==> src/rtl/core/feeder_unjam_sequencer_macros.svh <==
// Assertion macros shared by the feeder unjam sequencer RTL.
`ifndef FEEDER_UNJAM_SEQUENCER_MACROS_SVH
`define FEEDER_UNJAM_SEQUENCER_MACROS_SVH

`ifndef SYNTHESIS
// Same-cycle implication, checked outside reset.
`define FUS_ASSERT_IMP(label, clk, rst_n, ante, cons) \
	label: assert property (@(posedge clk) disable iff (!rst_n) (ante) |-> (cons)) \
		else $error("fus assertion failed");
// Next-cycle implication, checked outside reset.
`define FUS_ASSERT_NEXT(label, clk, rst_n, ante, cons) \
	label: assert property (@(posedge clk) disable iff (!rst_n) (ante) |=> (cons)) \
		else $error("fus assertion failed");
`else
`define FUS_ASSERT_IMP(label, clk, rst_n, ante, cons)
`define FUS_ASSERT_NEXT(label, clk, rst_n, ante, cons)
`endif

`endif

==> src/rtl/core/fus_pkg.sv <==
// Types, constants and helper functions of the feeder unjam sequencer.
package fus_pkg;

	localparam int AngleW = 32;
	localparam int TimeW = 32;
	localparam int CfgIdxW = 3;
	localparam int CfgDataW = 32;

	// Register indexes of the configuration port.
	localparam logic [CfgIdxW-1:0] REG_MAX_BACKOFF = 3'd0;
	localparam logic [CfgIdxW-1:0] REG_MIN_BACKOFF = 3'd1;
	localparam logic [CfgIdxW-1:0] REG_MAX_WAIT = 3'd2;
	localparam logic [CfgIdxW-1:0] REG_TOLERANCE = 3'd3;
	localparam logic [CfgIdxW-1:0] REG_SALV_TIMEOUT = 3'd4;
	localparam logic [CfgIdxW-1:0] REG_SALV_WAIT = 3'd5;

	// Operation codes of a request.
	localparam logic OP_START = 1'b0;
	localparam logic OP_TICK = 1'b1;

	// A full turn, 2 pi in Q16.16, sign-extended to the difference width.
	localparam logic [AngleW:0] FULL_TURN = 33'd411775;

	// Clamps a 33-bit two's complement difference into the signed 32-bit range.
	function automatic logic [AngleW-1:0] sat32(input logic [AngleW:0] v);
		logic [AngleW-1:0] r;
		if (v[AngleW] != v[AngleW-1]) begin
			r = v[AngleW] ? {1'b1, {(AngleW-1){1'b0}}} : {1'b0, {(AngleW-1){1'b1}}};
		end else begin
			r = v[AngleW-1:0];
		end
		return r;
	endfunction

	// True when |meas - cmd| is strictly below the tolerance.
	function automatic logic within_tol(input logic [AngleW-1:0] meas,
			input logic [AngleW-1:0] cmd, input logic [AngleW-2:0] tol);
		logic [AngleW:0] d;
		logic [AngleW:0] mag;
		d = {meas[AngleW-1], meas} - {cmd[AngleW-1], cmd};
		mag = d[AngleW] ? (~d + 33'd1) : d;
		return mag < {2'b00, tol};
	endfunction

endpackage

==> src/rtl/core/fus_if.sv <==
// Valid/ready channels carrying the requests and results of the unjam sequencer.
interface fus_req_if;
	logic valid;
	logic ready;
	logic operation;
	logic [31:0] now_ms;
	logic signed [31:0] measured_angle;
	logic signed [31:0] current_setpoint;
	logic [14:0] random_value;

	modport source (output valid, operation, now_ms, measured_angle, current_setpoint,
		random_value, input ready);
	modport sink (input valid, operation, now_ms, measured_angle, current_setpoint,
		random_value, output ready);
endinterface

interface fus_res_if;
	logic valid;
	logic ready;
	logic drive_valid;
	logic signed [31:0] commanded_angle;
	logic finished;

	modport source (output valid, drive_valid, commanded_angle, finished, input ready);
	modport sink (input valid, drive_valid, commanded_angle, finished, output ready);
endinterface

==> src/rtl/core/feeder_unjam_sequencer.sv <==
// Unjam sequencer for a rotary feeder: back-off, forward and full-turn phases.
// A request is taken only while idle; its result is registered after the divide and execute
// states, and the execute state holds while the output register is full. The random back-off
// angle comes from a restoring subtractor that retires one remainder bit per cycle.
// A finished result waits in the output register while the next request is taken.
// Reset (arst_n low) restores the register defaults and clears every phase and timer.
`include "feeder_unjam_sequencer_macros.svh"

module feeder_unjam_sequencer
	import fus_pkg::*;
(
	input  logic                clk,
	input  logic                arst_n,
	fus_req_if.sink             request,
	fus_res_if.source           result,
	input  logic                cfg_we,
	input  logic [CfgIdxW-1:0]  cfg_index,
	input  logic [CfgDataW-1:0] cfg_wdata
);

	typedef enum logic [1:0] {
		ST_IDLE,
		ST_MOD,
		ST_EXEC
	} seq_state_t;

	typedef enum logic [1:0] {
		PH_BACK,
		PH_FORWARD,
		PH_SALV,
		PH_DONE
	} phase_t;

	localparam int DivW = 31;
	localparam logic [4:0] LastStep = 5'(DivW - 1);

	seq_state_t state_q;
	phase_t phase_q;

	// Configuration.
	logic [30:0] max_backoff_q, min_backoff_q, tolerance_q;
	logic [TimeW-1:0] max_wait_q, salv_timeout_q, salv_wait_q;

	// Sequencer state.
	logic [AngleW-1:0] target_q, saved_q;
	logic ph_run_q, salv_armed_q;
	logic [TimeW-1:0] ph_start_q, ph_len_q, salv_start_q, salv_len_q;

	// Captured request and divider.
	logic op_q;
	logic [TimeW-1:0] now_q;
	logic [AngleW-1:0] meas_q, setp_q;
	logic [DivW-1:0] divd_q, rem_q;
	logic [4:0] cnt_q;

	// Output register.
	logic out_valid_q, out_drive_q, out_finished_q;
	logic [AngleW-1:0] out_cmd_q;

	logic [30:0] hi_angle, span;
	logic [DivW:0] trial;
	logic [DivW-1:0] rem_next;
	logic [AngleW-1:0] angle, base, rnd_target, full_target, tgt_cur;
	logic salv_exp, tim_run, tmo, reach_tgt, reach_sav;
	logic [TimeW-1:0] tim_start, tim_len;
	phase_t ph_cur, nx_phase;
	logic [AngleW-1:0] nx_target, nx_saved, nx_cmd;
	logic nx_ph_run, nx_salv_armed, nx_drive;
	logic [TimeW-1:0] nx_ph_start, nx_ph_len, nx_salv_start, nx_salv_len;
	logic req_fire, out_free, exec_done;

	assign request.ready = (state_q == ST_IDLE);
	assign req_fire = request.valid && request.ready;
	assign out_free = !out_valid_q || result.ready;
	assign exec_done = (state_q == ST_EXEC) && out_free;

	assign result.valid = out_valid_q;
	assign result.drive_valid = out_drive_q;
	assign result.commanded_angle = out_cmd_q;
	assign result.finished = out_finished_q;

	// A maximum below the minimum counts as the minimum.
	assign hi_angle = (max_backoff_q < min_backoff_q) ? min_backoff_q : max_backoff_q;
	assign span = hi_angle - min_backoff_q;

	// One restoring step: shift in the next dividend bit, subtract the span if it fits.
	assign trial = {rem_q, divd_q[DivW-1]};
	assign rem_next = (trial >= {1'b0, span}) ? DivW'(trial - {1'b0, span}) : trial[DivW-1:0];

	always_comb begin
		angle = {1'b0, ((span == '0) ? 31'd0 : rem_q)} + {1'b0, min_backoff_q};
		base = (op_q == OP_START) ? meas_q : saved_q;
		rnd_target = sat32({base[AngleW-1], base} - {1'b0, angle});
		full_target = sat32({saved_q[AngleW-1], saved_q} - FULL_TURN);

		salv_exp = salv_armed_q && ((now_q - salv_start_q) >= salv_len_q);
		tim_run = ph_run_q || salv_exp;
		tim_start = salv_exp ? now_q : ph_start_q;
		tim_len = salv_exp ? salv_wait_q : ph_len_q;
		tmo = tim_run && ((now_q - tim_start) >= tim_len);
		ph_cur = salv_exp ? PH_SALV : phase_q;
		tgt_cur = salv_exp ? full_target : target_q;
		reach_tgt = within_tol(meas_q, tgt_cur, tolerance_q);
		reach_sav = within_tol(meas_q, saved_q, tolerance_q);

		nx_phase = ph_cur;
		nx_target = tgt_cur;
		nx_saved = saved_q;
		nx_ph_run = tim_run;
		nx_ph_start = tim_start;
		nx_ph_len = tim_len;
		nx_salv_armed = salv_armed_q && !salv_exp;
		nx_salv_start = salv_start_q;
		nx_salv_len = salv_len_q;
		nx_drive = 1'b0;
		nx_cmd = '0;

		if (op_q == OP_START) begin
			nx_phase = PH_BACK;
			nx_target = rnd_target;
			nx_saved = setp_q;
			nx_ph_run = 1'b1;
			nx_ph_start = now_q;
			nx_ph_len = max_wait_q;
			nx_salv_armed = 1'b1;
			nx_salv_start = now_q;
			nx_salv_len = salv_timeout_q;
		end else begin
			case (ph_cur)
				PH_SALV: begin
					nx_drive = 1'b1;
					nx_cmd = tgt_cur;
					if (tmo || reach_tgt) begin
						nx_phase = PH_DONE;
					end
				end
				PH_BACK: begin
					nx_drive = 1'b1;
					nx_cmd = tgt_cur;
					if (tmo || reach_tgt) begin
						nx_ph_run = 1'b1;
						nx_ph_start = now_q;
						nx_ph_len = max_wait_q;
						nx_phase = PH_FORWARD;
					end
				end
				PH_FORWARD: begin
					nx_drive = 1'b1;
					nx_cmd = saved_q;
					if (tmo) begin
						// Forward move stalled: retry with a fresh back-off from the setpoint.
						nx_ph_run = 1'b1;
						nx_ph_start = now_q;
						nx_ph_len = max_wait_q;
						nx_target = rnd_target;
						nx_phase = PH_BACK;
					end else if (reach_sav) begin
						nx_phase = PH_DONE;
					end
				end
				default: begin
				end
			endcase
		end
	end

	always_ff @(posedge clk or negedge arst_n) begin
		if (!arst_n) begin
			state_q <= ST_IDLE;
			phase_q <= PH_BACK;
			max_backoff_q <= 31'd102944;
			min_backoff_q <= 31'd25736;
			max_wait_q <= 32'd130;
			tolerance_q <= 31'd6554;
			salv_timeout_q <= 32'd2000;
			salv_wait_q <= 32'd1000;
			target_q <= '0;
			saved_q <= '0;
			ph_run_q <= 1'b0;
			ph_start_q <= '0;
			ph_len_q <= '0;
			salv_armed_q <= 1'b0;
			salv_start_q <= '0;
			salv_len_q <= '0;
			op_q <= OP_START;
			now_q <= '0;
			meas_q <= '0;
			setp_q <= '0;
			divd_q <= '0;
			rem_q <= '0;
			cnt_q <= '0;
			out_valid_q <= 1'b0;
			out_drive_q <= 1'b0;
			out_finished_q <= 1'b0;
			out_cmd_q <= '0;
		end else begin
			if (cfg_we) begin
				case (cfg_index)
					REG_MAX_BACKOFF: max_backoff_q <= cfg_wdata[30:0];
					REG_MIN_BACKOFF: min_backoff_q <= cfg_wdata[30:0];
					REG_MAX_WAIT: max_wait_q <= cfg_wdata;
					REG_TOLERANCE: tolerance_q <= cfg_wdata[30:0];
					REG_SALV_TIMEOUT: salv_timeout_q <= cfg_wdata;
					REG_SALV_WAIT: salv_wait_q <= cfg_wdata;
					default: begin
					end
				endcase
			end

			if (exec_done) begin
				out_valid_q <= 1'b1;
			end else if (out_valid_q && result.ready) begin
				out_valid_q <= 1'b0;
			end

			case (state_q)
				ST_IDLE: begin
					if (req_fire) begin
						op_q <= request.operation;
						now_q <= request.now_ms;
						meas_q <= request.measured_angle;
						setp_q <= request.current_setpoint;
						divd_q <= {request.random_value, 16'd0};
						rem_q <= '0;
						cnt_q <= '0;
						state_q <= ST_MOD;
					end
				end
				ST_MOD: begin
					rem_q <= rem_next;
					divd_q <= {divd_q[DivW-2:0], 1'b0};
					cnt_q <= cnt_q + 5'd1;
					if (cnt_q == LastStep) begin
						state_q <= ST_EXEC;
					end
				end
				ST_EXEC: begin
					if (out_free) begin
						phase_q <= nx_phase;
						target_q <= nx_target;
						saved_q <= nx_saved;
						ph_run_q <= nx_ph_run;
						ph_start_q <= nx_ph_start;
						ph_len_q <= nx_ph_len;
						salv_armed_q <= nx_salv_armed;
						salv_start_q <= nx_salv_start;
						salv_len_q <= nx_salv_len;
						out_drive_q <= nx_drive;
						out_cmd_q <= nx_cmd;
						out_finished_q <= (nx_phase == PH_DONE);
						state_q <= ST_IDLE;
					end
				end
				default: state_q <= ST_IDLE;
			endcase
		end
	end

	`FUS_ASSERT_NEXT(a_accept_starts_divide, clk, arst_n, req_fire, state_q == ST_MOD)
	`FUS_ASSERT_IMP(a_result_from_exec, clk, arst_n, $rose(out_valid_q), $past(state_q == ST_EXEC))
	`FUS_ASSERT_NEXT(a_finished_phase, clk, arst_n, exec_done, out_finished_q == (phase_q == PH_DONE))
	`FUS_ASSERT_IMP(a_remainder_below_span, clk, arst_n, state_q == ST_EXEC, (span == '0) || (rem_q < span))

endmodule
==> src/flat_wrapper.sv <==
// flat-port wrapper written by rule: the top's interface ports become plain ports
module feeder_unjam_sequencer_flat import fus_pkg::*;
  (clk, arst_n, cfg_we, cfg_index, cfg_wdata, request_valid, request_operation, request_now_ms, request_measured_angle, request_current_setpoint, request_random_value, request_ready, result_valid, result_drive_valid, result_commanded_angle, result_finished, result_ready);
  fus_req_if request_i ();
  fus_res_if result_i ();
  input  logic clk;
  input  logic arst_n;
  input  logic cfg_we;
  input  logic [CfgIdxW-1:0] cfg_index;
  input  logic [CfgDataW-1:0] cfg_wdata;
  input wire logic [$bits(request_i.valid)-1:0] request_valid;
  input wire logic [$bits(request_i.operation)-1:0] request_operation;
  input wire logic [$bits(request_i.now_ms)-1:0] request_now_ms;
  input wire logic [$bits(request_i.measured_angle)-1:0] request_measured_angle;
  input wire logic [$bits(request_i.current_setpoint)-1:0] request_current_setpoint;
  input wire logic [$bits(request_i.random_value)-1:0] request_random_value;
  output wire logic [$bits(request_i.ready)-1:0] request_ready;
  output wire logic [$bits(result_i.valid)-1:0] result_valid;
  output wire logic [$bits(result_i.drive_valid)-1:0] result_drive_valid;
  output wire logic [$bits(result_i.commanded_angle)-1:0] result_commanded_angle;
  output wire logic [$bits(result_i.finished)-1:0] result_finished;
  input wire logic [$bits(result_i.ready)-1:0] result_ready;
  assign request_i.valid = request_valid;
  assign request_i.operation = request_operation;
  assign request_i.now_ms = request_now_ms;
  assign request_i.measured_angle = request_measured_angle;
  assign request_i.current_setpoint = request_current_setpoint;
  assign request_i.random_value = request_random_value;
  assign request_ready = request_i.ready;
  assign result_valid = result_i.valid;
  assign result_drive_valid = result_i.drive_valid;
  assign result_commanded_angle = result_i.commanded_angle;
  assign result_finished = result_i.finished;
  assign result_i.ready = result_ready;
  feeder_unjam_sequencer u_core (.clk(clk), .arst_n(arst_n), .request(request_i), .result(result_i), .cfg_we(cfg_we), .cfg_index(cfg_index), .cfg_wdata(cfg_wdata));
endmodule
==> config.mk <==
export PLATFORM = sky130hd
export DESIGN_NAME = feeder_unjam_sequencer_flat
export DESIGN_NICKNAME = d
export VERILOG_FILES = /design/src/rtl/core/fus_pkg.sv /design/src/rtl/core/fus_if.sv /design/src/rtl/core/feeder_unjam_sequencer.sv /design/src/flat_wrapper.sv
export VERILOG_INCLUDE_DIRS = /design/src /design/src/rtl/core
export SDC_FILE = /design/constraint.sdc
export NUM_CORES = 2
export LEC_CHECK = 0
export BUFFER_PORTS_ARGS = -buffer_cell sky130_fd_sc_hd__buf_4
export CORE_MARGIN = 5
export CORE_UTILIZATION = 35
export DETAILED_ROUTE_END_ITERATION = 16
export GPL_ROUTABILITY_DRIVEN = 0
export SLEW_MARGIN = 20
export SYNTH_ARGS = -nofsm -noshare
export SYNTH_HDL_FRONTEND = slang
export SYNTH_SLANG_ARGS = --single-unit
==> constraint.sdc <==
create_clock -name clk -period 13.86 [get_ports clk]
set_input_delay 1.386 -clock clk [delete_from_list [all_inputs] [get_ports clk]]
set_output_delay 1.386 -clock clk [all_outputs]
set_load 0.02 [all_outputs]
==> impl_summary.log <==
INFO  metric setup_viol_count_final = 0
INFO  metric crit-reg2reg-launch = u_core.min_backoff_q[1]
INFO  metric synth_area_per_cell = 8.54 µm²
INFO  metric yosys.area.top_type = dfrtp_1
INFO  metric worst-endpoint-arrival = 13.69 ns
INFO  metric worstHoldPathCells = 2
INFO  metric die_area = 131000 µm²
INFO  metric crit_top_cell = a21o_1
INFO  metric detail_route.drc_violations = 0
INFO  metric clock_buffers_created_by_tritoncts = 71
INFO  metric outcome = finished clean
INFO  metric reg2reg_setup_slack = 0.73 ns
INFO  metric synthToLayoutAreaGrowth = 13.7%
INFO  metric ys_warn_count = 0
INFO  metric cts.reportedPaths.clkPinSlew = 0.06 ns
INFO  metric clock_latency = 0.68 ns
INFO  metric max_clock_freq = 76.1 MHz
INFO  metric final_count_of_hold_timing_violations = 0
INFO  metric postSynth.topFlopCell = dfrtp_1
INFO  metric end_kind = flop
INFO  metric root_buffer = clkbuf_16
INFO  metric period_share = 0.948
INFO  metric h_tree_levels = 3
INFO  metric total_of_flip_flops_plus_latches_after_synthesis = 570
INFO  metric route.detailed.wl_per_inst = 22.0 µm
INFO  metric die_w = 362 µm
INFO  metric cap_violations = 0
INFO  metric post_synth_main_area_contributors = dfrtp_1, ha_1, nand2_1
INFO  metric vias_in_the_first_global_route = 37200
INFO  metric drtPass1Iterations = 8
INFO  metric max_slew.worst_pin.slew = 1.15 ns
INFO  metric holdBufCountCts = 0
INFO  metric worstHoldPathType = reg -> reg
INFO  metric cp_slowest_cell = or4_1
INFO  metric initial_utilization = 0.351
INFO  metric syn_inst = 5075
INFO  metric timing.critical_path.slowest_cell_delay = 0.64 ns
INFO  metric post_synth_instance_area = 43300 µm²
INFO  metric min_from = u_core.setp_q[2]
INFO  metric crit_type = reg -> reg
INFO  metric nets = 5743
INFO  metric routed_wirelength = 151000 µm
INFO  metric worstReg2RegEnd = u_core.target_q[17]
INFO  metric grt_overflow_total = 0
INFO  metric fp-row-count = 129
INFO  metric cts.path.max_buffers = 3
INFO  metric layout-drive-gt1-share = 0.141
INFO  metric worst-path-max-fanout = 22
INFO  metric route.antenna.remaining_nets = 0
INFO  metric post-dp-hpwl = 113000 µm
INFO  metric final_area = 49300 µm²
INFO  metric cell_with_the_most_instances_after_synthesis = nand2_1
INFO  metric detailedRoute.firstIterationViolations = 4151
INFO  metric synth.lib_cells_used.distinct = 89
INFO  metric async_reset_ff_frac = 1.00
INFO  metric postPlaceCellArea = 46700 µm²
INFO  metric synth-edff-count = 0
INFO  metric startpoint_type = flop
INFO  metric antenna_violations_before_repair = 16
INFO  metric detailroute.via_count = 39200
INFO  metric grt_max_degree = 155
INFO  metric relSlewSlack = 0.213
INFO  metric cp.required = 14.42 ns
INFO  metric grt_first_pass_wirelength = 228000 µm
INFO  metric floorplan.core_area = 123000 µm²
INFO  metric grt.total_usage = 0.223
INFO  metric reg2regPathDepth = 50
INFO  metric synth_nets = 5640
INFO  metric cts.sink_count = 570
INFO  metric final_period_minus_worst_setup_slack = 13.13 ns
INFO  metric portBuffers = 187
INFO  metric maxSlewViolCount = 0
INFO  metric synth_largest_type_area_fraction = 0.311
INFO  metric boundary_pin_count = 188
INFO  metric synth-seq-area-share = 0.330
INFO  metric die_height = 362 µm
INFO  metric cts_tree = built
INFO  metric finalSetupTns = 0 ns
INFO  metric worstHoldEndpoint = u_core.setp_q[2]
INFO  metric routed_via_density = 5.70
INFO  metric clock_skew = 0.0395 ns
INFO  metric synth.top_cells.by_count = nand2_1, dfrtp_1, o21ai_0, a21oi_1, ha_1
## per-stage QoR
stage          setup slack [ns]  std cells  hold slack, ns   util
3_5_place_dp              0.281       6734           0.463  0.379
6_report                  0.725       6871           0.475  0.400
3_3_place_gp              0.702       6734           0.454  0.379
4_1_cts                   0.179       6861           0.478  0.398
5_1_grt                 -0.0125       6869           0.492  0.400
2_1_floorplan              1.77       5075           0.436      -
## per-layer routing
layer / up-vias / share of wire / global-route usage
li1: 18400 / - / -
met5: - / 0.00022 / 0
met2: 1549 / 0.44 / 0.343
met4: 4 / 0.041 / 0.0855
met3: 285 / 0.081 / 0.0467
met1: 18900 / 0.44 / 0.307
## critical path: cells and delay by family (launching register included)
kind | cells | cell delay, ns
AOI/OAI and AO/OA | 27 | 6.24
and+or+nand+nor | 10 | 2.87
adders and majority gates | 5 | 1.51
buffers and inverters | 5 | 1.00
xor gates and xnor gates | 2 | 0.54
DFF | 1 | 0.42
muxes | 1 | 0.39
## how the worst max path moves through the flow
stage | from | cells after the start | slack (ns) | endpoint
5_1_grt | u_core.now_q[0] | 58 | -0.01 | u_core.ph_len_q[31]
4_1_cts | u_core.salv_start_q[1] | 57 | 0.18 | u_core.ph_len_q[4]
3_5_place_dp | u_core.salv_start_q[1] | 57 | 0.28 | u_core.ph_len_q[22]
3_3_place_gp | u_core.salv_start_q[1] | 60 | 0.70 | u_core.ph_start_q[17]
2_1_floorplan | u_core.now_q[1] | 54 | 1.77 | u_core.ph_len_q[23]
6_report | u_core.min_backoff_q[1] | 50 | 0.73 | u_core.target_q[17]
## sequential cells by signal, summed over array words and instances (netlist names), 2 cells and up
| register | count |
|---|---|
| u_core.min_backoff_q | 31 |
| u_core.saved_q | 32 |
| u_core.cnt_q | 5 |
| u_core.state_q | 2 |
| u_core.setp_q | 32 |
| u_core.salv_len_q | 32 |
| u_core.tolerance_q | 31 |
| u_core.max_wait_q | 32 |
| u_core.meas_q | 32 |
| u_core.salv_wait_q | 32 |
| u_core.result.commanded_angle | 32 |
| u_core.divd_q | 15 |
| u_core.max_backoff_q | 31 |
| u_core.rem_q | 31 |
| u_core.ph_len_q | 32 |
| u_core.salv_timeout_q | 32 |
| u_core.phase_q | 2 |
| u_core.now_q | 32 |
| u_core.target_q | 32 |
| u_core.ph_start_q | 32 |
| u_core.salv_start_q | 32 |
## cells in the final DEF, fill, tap and decap left out, types with 30 or more instances in the layout
| master | synthesis | routed |
|---|---|---|
| nor2_1 | 285 | 284 |
| nand4_1 | 43 | 43 |
| nand3_1 | 116 | 116 |
| clkbuf_16 | 0 | 72 |
| nand2_1 | 742 | 741 |
| a211oi_1 | 85 | 84 |
| o21a_1 | 39 | 38 |
| buf_4 | 2 | 270 |
| a21o_1 | 80 | 78 |
| a31oi_1 | 32 | 30 |
| mux2i_1 | 51 | 50 |
| ha_1 | 376 | 376 |
| dfstp_2 | 31 | 31 |
| and3_1 | 32 | 31 |
| nand2b_1 | 43 | 41 |
| a22o_1 | 37 | 36 |
| o311ai_0 | 34 | 34 |
| and2_1 | 32 | 30 |
| or3_1 | 64 | 64 |
| dfrtp_1 | 539 | 538 |
| xnor2_1 | 159 | 159 |
| mux2_2 | 221 | 221 |
| nor2b_1 | 49 | 47 |
| a32oi_1 | 32 | 32 |
| xor2_1 | 85 | 85 |
| fa_1 | 37 | 37 |
| nor3_1 | 74 | 71 |
| a21oi_1 | 397 | 393 |
| inv_1 | 275 | 275 |
| nor4_1 | 83 | 80 |
| o21ai_0 | 411 | 410 |
## cells by family after synthesis
| kind of cell | count (synthesis) | synth area share |
|---|---|---|
| buffers and inverters | 526 | 0.0461 |
| DFF | 570 | 0.330 |
| xor gates and xnor gates | 245 | 0.0500 |
| muxes | 273 | 0.0697 |
| AOI/OAI and AO/OA | 1395 | 0.200 |
| adders and majority gates | 419 | 0.127 |
| and+or+nand+nor | 1647 | 0.177 |
## cell type report
cell class	instances	area (µm²)
inverters	275	1030
clock buffers	94	1980
repair buffers	281	2250
clock inverters	33	397
fillers	12500	74000
multi-input cells	3979	27300
flip-flops and latches	570	14300
well taps	1637	2050
diodes	2	5.00
## timing repair
action                                  CTS  global route
endpoints found under the setup margin    0            99
resized for setup                         0            14
endpoints found under the hold margin     0             0
setup buffers                             0             6
Power is not shown: default switching activity piles up to over one toggle a cycle in this logic, so the estimate is an artifact.
